[src/hdl/lbfv_pkg.sv]
// ----------------------------------------------------------------------------
// lbfv_pkg
// Types, codes, stage counts and rounding helper shared by the Lorentz boost.
// ----------------------------------------------------------------------------
package lbfv_pkg;

	localparam int unsigned SQ_STEPS  = 32;
	localparam int unsigned DIV_STEPS = 55;
	localparam int unsigned MUL_LAT   = 4;
	localparam int unsigned QDEPTH    = 4;
	localparam int unsigned QPTR_W    = $clog2(QDEPTH);
	localparam int unsigned QCNT_W    = $clog2(QDEPTH + 1);
	localparam int unsigned FRONT_LAT = 3;
	localparam int unsigned LATENCY   = FRONT_LAT + 1 + SQ_STEPS + 2 * DIV_STEPS
		+ 2 * MUL_LAT + 2;

	localparam logic [1:0] ST_BOOST = 2'd0;
	localparam logic [1:0] ST_ZERO  = 2'd1;
	localparam logic [1:0] ST_FAST  = 2'd2;
	localparam logic [1:0] ST_SAT   = 2'd3;

	localparam logic [47:0] ONE_Q44 = 48'h1000_0000_0000;

	typedef struct packed {
		logic signed [31:0] energy_in;
		logic signed [31:0] mom_x_in;
		logic signed [31:0] mom_y_in;
		logic signed [31:0] mom_z_in;
		logic signed [23:0] vel_x;
		logic signed [23:0] vel_y;
		logic signed [23:0] vel_z;
	} lbfv_in_t;

	typedef struct packed {
		logic signed [31:0] energy_out;
		logic signed [31:0] mom_x_out;
		logic signed [31:0] mom_y_out;
		logic signed [31:0] mom_z_out;
		logic [1:0]         status;
	} lbfv_out_t;

	typedef struct packed {
		lbfv_in_t           vec;
		logic signed [57:0] vdp;
		logic [1:0]         kind;
	} lbfv_item_t;

	typedef struct packed {
		lbfv_item_t  item;
		logic [47:0] vsq;
	} lbfv_qent_t;

	typedef struct packed {
		logic       vld;
		lbfv_qent_t ent;
	} lbfv_qlink_t;

	typedef struct packed {
		logic [31:0] val;
		logic        sat;
	} lbfv_rs_t;

	function automatic lbfv_rs_t rsat(input logic signed [159:0] a, input int unsigned k);
		logic signed [159:0] h;
		logic signed [159:0] r;
		lbfv_rs_t o;
		h = 160'sd1 <<< (k - 1);
		r = (a + h) >>> k;
		if (r > 160'sd2147483647) begin
			o.val = 32'h7FFF_FFFF;
			o.sat = 1'b1;
		end else if (r < -160'sd2147483648) begin
			o.val = 32'h8000_0000;
			o.sat = 1'b1;
		end else begin
			o.val = r[31:0];
			o.sat = 1'b0;
		end
		return o;
	endfunction

endpackage

[src/hdl/lbfv_queue.sv]
// ----------------------------------------------------------------------------
// lbfv_queue
// Short work queue between front and back; the back drains it every cycle.
// ----------------------------------------------------------------------------
module lbfv_queue (
	input  logic                        clk,
	input  logic                        arst_n,
	input  lbfv_pkg::lbfv_qlink_t       push,
	output lbfv_pkg::lbfv_qlink_t       head,
	output logic [lbfv_pkg::QCNT_W-1:0] cnt
);

	lbfv_pkg::lbfv_qent_t mem_q [lbfv_pkg::QDEPTH];
	logic [lbfv_pkg::QPTR_W-1:0] wptr_q;
	logic [lbfv_pkg::QPTR_W-1:0] rptr_q;
	logic [lbfv_pkg::QCNT_W-1:0] cnt_q;
	logic                        pop;

	assign pop      = cnt_q != '0;
	assign head.vld = pop;
	assign head.ent = mem_q[rptr_q];
	assign cnt      = cnt_q;

	always_ff @(posedge clk or negedge arst_n) begin
		if (!arst_n) begin
			wptr_q <= '0;
			rptr_q <= '0;
			cnt_q  <= '0;
		end else begin
			if (push.vld) begin
				wptr_q <= wptr_q + 1'b1;
			end
			if (pop) begin
				rptr_q <= rptr_q + 1'b1;
			end
			cnt_q <= cnt_q + lbfv_pkg::QCNT_W'(push.vld) - lbfv_pkg::QCNT_W'(pop);
		end
	end

	always_ff @(posedge clk) begin
		if (push.vld) begin
			mem_q[wptr_q] <= push.ent;
		end
	end

endmodule

[config.mk]
export PLATFORM = sky130hd
export DESIGN_NAME = lbfv_queue
export DESIGN_NICKNAME = d
export VERILOG_FILES = /design/src/hdl/lbfv_pkg.sv /design/src/hdl/lbfv_queue.sv
export SDC_FILE = /design/constraint.sdc
export NUM_CORES = 1
export LEC_CHECK = 0
export ABC_AREA = 1
export BUFFER_PORTS_ARGS = -buffer_cell sky130_fd_sc_hd__buf_2
export CELL_PAD_IN_SITES_DETAIL_PLACEMENT = 0
export CELL_PAD_IN_SITES_GLOBAL_PLACEMENT = 2
export CORE_UTILIZATION = 25
export CTS_BUF_LIST = sky130_fd_sc_hd__clkbuf_16
export DETAILED_ROUTE_END_ITERATION = 8
export PLACE_DENSITY_LB_ADDON = 0.08
export SLEW_MARGIN = 20
export SYNTH_ARGS = -nofsm -noshare
export SYNTH_HDL_FRONTEND = slang
export SYNTH_SLANG_ARGS = --single-unit
[constraint.sdc]
create_clock -name clk -period 12.4 [get_ports clk]
set_input_delay 0.62 -clock clk [delete_from_list [all_inputs] [get_ports clk]]
set_output_delay 0.62 -clock clk [all_outputs]
set_load 0.1 [all_outputs]
; ---- After elaboration in Yosys (flattened, before gate mapping)
; Memory sizes are Yosys's and may differ from the RTL's.
; Cells that the tools add are included.
[word_totals]
register_bits = 7
mem_bits_rw = 1232
input_bits = 311
output_inout_bits = 312
elab_cells = 11
mem_count = 1
[op_classes]
n_addsub = 4
muxes = 2
reduce_logical = 1
[mem_list]
columns = memory, depth, word_bits, rd, rd_ports_with_merged_regs, write_ports, line_no
row1 = mem_q, 4, 308, 1, 0, 1, lbfv_queue.sv:13  ; lbfv_pkg::lbfv_qent_t mem_q [lbfv_pkg::QDEPTH];
[ops]
columns = cell, n
row1 = $add 2x1->2 const B, 2
row2 = $add 3x1->3, 1
row3 = $reduce_bool 3->1, 1
row4 = $sub 3x1->3, 1
row5 = $mux 1, 2

; ---- Logic depth before layout (Yosys ltp)
[logic_depth]
word_depth = 2
mapped_depth = 11
depth_no_buf = 11

; ---- Worst setup path before layout
; OpenSTA, ideal clock, no wires.
[synth_path]
path_kind = input to register
start = in push[308] in the netlist's numbering
end = mem mem_q[0][0] in the netlist's numbering, enable pin
setup_ps = 659
t_arrival_ps = 6859
required_ps = 11741
path_slack_ps = 4882
cell_stages = 3
path_buffers = 1
path_cell_list = clkbuf_1 nand2_1 inv_1
[synth_via]
elab_chain_len = 2
[synth_lines]
columns = element, line_no
row1 = from (decl), lbfv_queue.sv:8  ; input lbfv_pkg::lbfv_qlink_t push,
row2 = $mux 1, lbfv_queue.sv:41  ; if (push.vld) begin
row3 = $mux 1 (not written as such), lbfv_queue.sv:42  ; mem_q[wptr_q] <= push.ent;
row4 = to (decl), lbfv_queue.sv:13
; No other way between the ends.

==> impl_metrics.ini <==
[detailed_routing]
routedWlPerCell_um = 18.41
drt_iter0_drc = 1395
routed_wl_um = 158100
viasPerCell = 3.898
num_vias = 33480
drc = 0
postRouteAntennaNets = 0
first_pass_iters = 5

[sta]
fin_crit_sh = 0.5122
drv_slew = 0
fin_tns_setup_ns = 0
period_minus_slack_ns = 6.351
fmax_mhz = 157.4
final-hold-violation-count = 0
worst_pin_slew_ns = 1.022
setup_viol_count_final = 0
relSlewSlack = 0.3187
skew_ns = 0.03340
rsz0062_at_grt = no

[placed_design]
dpl_cell_area_um2 = 57860
dp_hpwl_um = 88750
gp_congestion = 0.7114
portBuffers = 622

[global_route]
grt-ovfl-total = 0
grt_max_degree = 173
first_global_vias = 33480
track_usage = 0.1497
grt_pass1_wl_um = 229700
antenna_found_initial = 56

[layout]
layout_common_cells = 1558 x nand2_1, 1294 x inv_1, 1232 x edfxtp_1, 622 x buf_2, 619 x nand3_1
drive_gt1_frac = 0.1457
fill_cells = 21270
final_nets = 6060
final_common_cell = nand2_1
fin_area_um2 = 65080
area_growth_pct = 25.19

[floorplan]
start_util = 0.2513
die_w_um = 458.0
coreArea_um2 = 206900
die_area_um2 = 209800
rows = 167
io_pins = 623
die_h_um = 458.0

[synth]
syn-num-nets = 5198
synth_seq_cells = 1239
synthCells = 4880
ys_warn_count = 0
ys_seq_area_frac = 0.7151
netlist_area_um2 = 51980
syn_area_per_cell_um2 = 10.65
ys_types = 16

[clock_network]
ctsLongestPathBuffers = 3
cts_tree = built
h-tree-depth = 4
cts_root_buffer = clkbuf_16
numCtsBuffers = 158
clk_latency_ns = 0.78
cts.repair.resized = 0
path_clk_slew_ns = 0.06
cts_sinks = 1239

[worst_hold_path]
worstHoldPathType = input pin to register

[setup_path]
cp_slowest_cell = dfrtp_4
cp_cell_sequence = buf_4 > buf_4 > buf_4 > buf_4 > nand2_1 > nand3_1 > nand2_1 > buf_2
required_ns = 11.78
path_delay_family = buffers and inverters
slowest_delay_ns = 0.94
rrSetupSlack_ns = 8.92
cp_max_fo = 80
arrival_ns = 5.73
cp-end-kind = output pin
cp_num_buf_inv = 5
path_class = register to output pin
cpMostUsedCell = buf_4
cp-start-kind = register

[flow_run]
maxCapViolCount = 0

[outcome]
status = complete, no violations
final timing paths:
| check | end | start | depth (start not counted) |
|---|---|---|---|
| max | head[196] | rptr_q[0] | 8 |
| min | mem_q[0][198] | push[198] | 1 |
| max reg2reg | mem_q[1][229] | wptr_q[1] | 6 |
| min reg2reg | wptr_q[0] | wptr_q[0] | 1 |
| max in group asynchronous | rptr_q[0] | arst_n | 2 |
| min in group asynchronous | cnt[0] | arst_n | 2 |
state kept, by name (all words and copies together), names as in the netlist:
register and flops:
wptr_q 2, mem_q 1232, cnt 3, rptr_q 2
Yosys cell counts:
master | instances | area [µm²]
nor2_1 | 1 | 3.750
dfrtp_1 | 7 | 175.2
edfxtp_1 | 1232 | 37000
fa_1 | 1 | 20.02
inv_1 | 1244 | 4669
nand3_1 | 619 | 3098
buf_4 | 16 | 120.1
ha_1 | 6 | 75.07
nand2_1 | 1558 | 5848
buf_6 | 2 | 22.52
clkbuf_1 | 12 | 45.04
buf_2 | 175 | 875.8
buf_1 | 3 | 11.26
xor2_1 | 1 | 8.760
o21ai_0 | 1 | 5.000
inv_2 | 2 | 7.510
per-layer routing:
metal  GRT usage  part of all wire  up-vias
li1            -                 -    17000
met1      0.1775              0.42    15570
met2      0.2624              0.50      594
met3     0.03813             0.052      294
met4     0.04894             0.031       24
met5           0           0.00085        -
per-stage QoR:
stage | util | std cells | hold slack, ns | setup slack, ns
CTS | 0.3143 | 8567 | 0 | 5.645
floorplan | - | 4880 | 0.3244 | 4.882
global route | 0.3146 | 8585 | 0.01133 | 5.549
detailed placement | 0.2797 | 8034 | 0.4709 | 6.546
finish | 0.3146 | 8588 | 0.08302 | 6.049
global placement | 0.2796 | 8033 | 0.4701 | 6.621
what timing repair did:
item | CTS | global route
endpoints found under the hold margin | 975 | 0
buffers inserted | 0 | 0
hold buffers | 252 | 0
kinds of logic after synthesis:
logic type,after synthesis,share of synthesized area
and+or+nand+nor,2178,0.1722
AOI/OAI and AO/OA,1,0.00009619
xor gates and xnor gates,1,0.0001685
DFF,1239,0.7151
adders and majority gates,7,0.001829
buffers and inverters,1454,0.1107
final cells by class:
type,instances,area (µm²),area share
diodes,21,52.55,0.0008075
clock buffers,164,4104,0.06306
clock inverters,117,539.3,0.008287
inverters,1246,4722,0.07256
multi-input cells,2187,9059,0.1392
flip-flops and latches,1239,37180,0.5713
well taps,2704,3383,0.05199
repair buffers,910,6038,0.09279
Power is left out: the tool's default activity adds up to more than one toggle a clock period on the data nets, which glitch-free logic cannot reach.
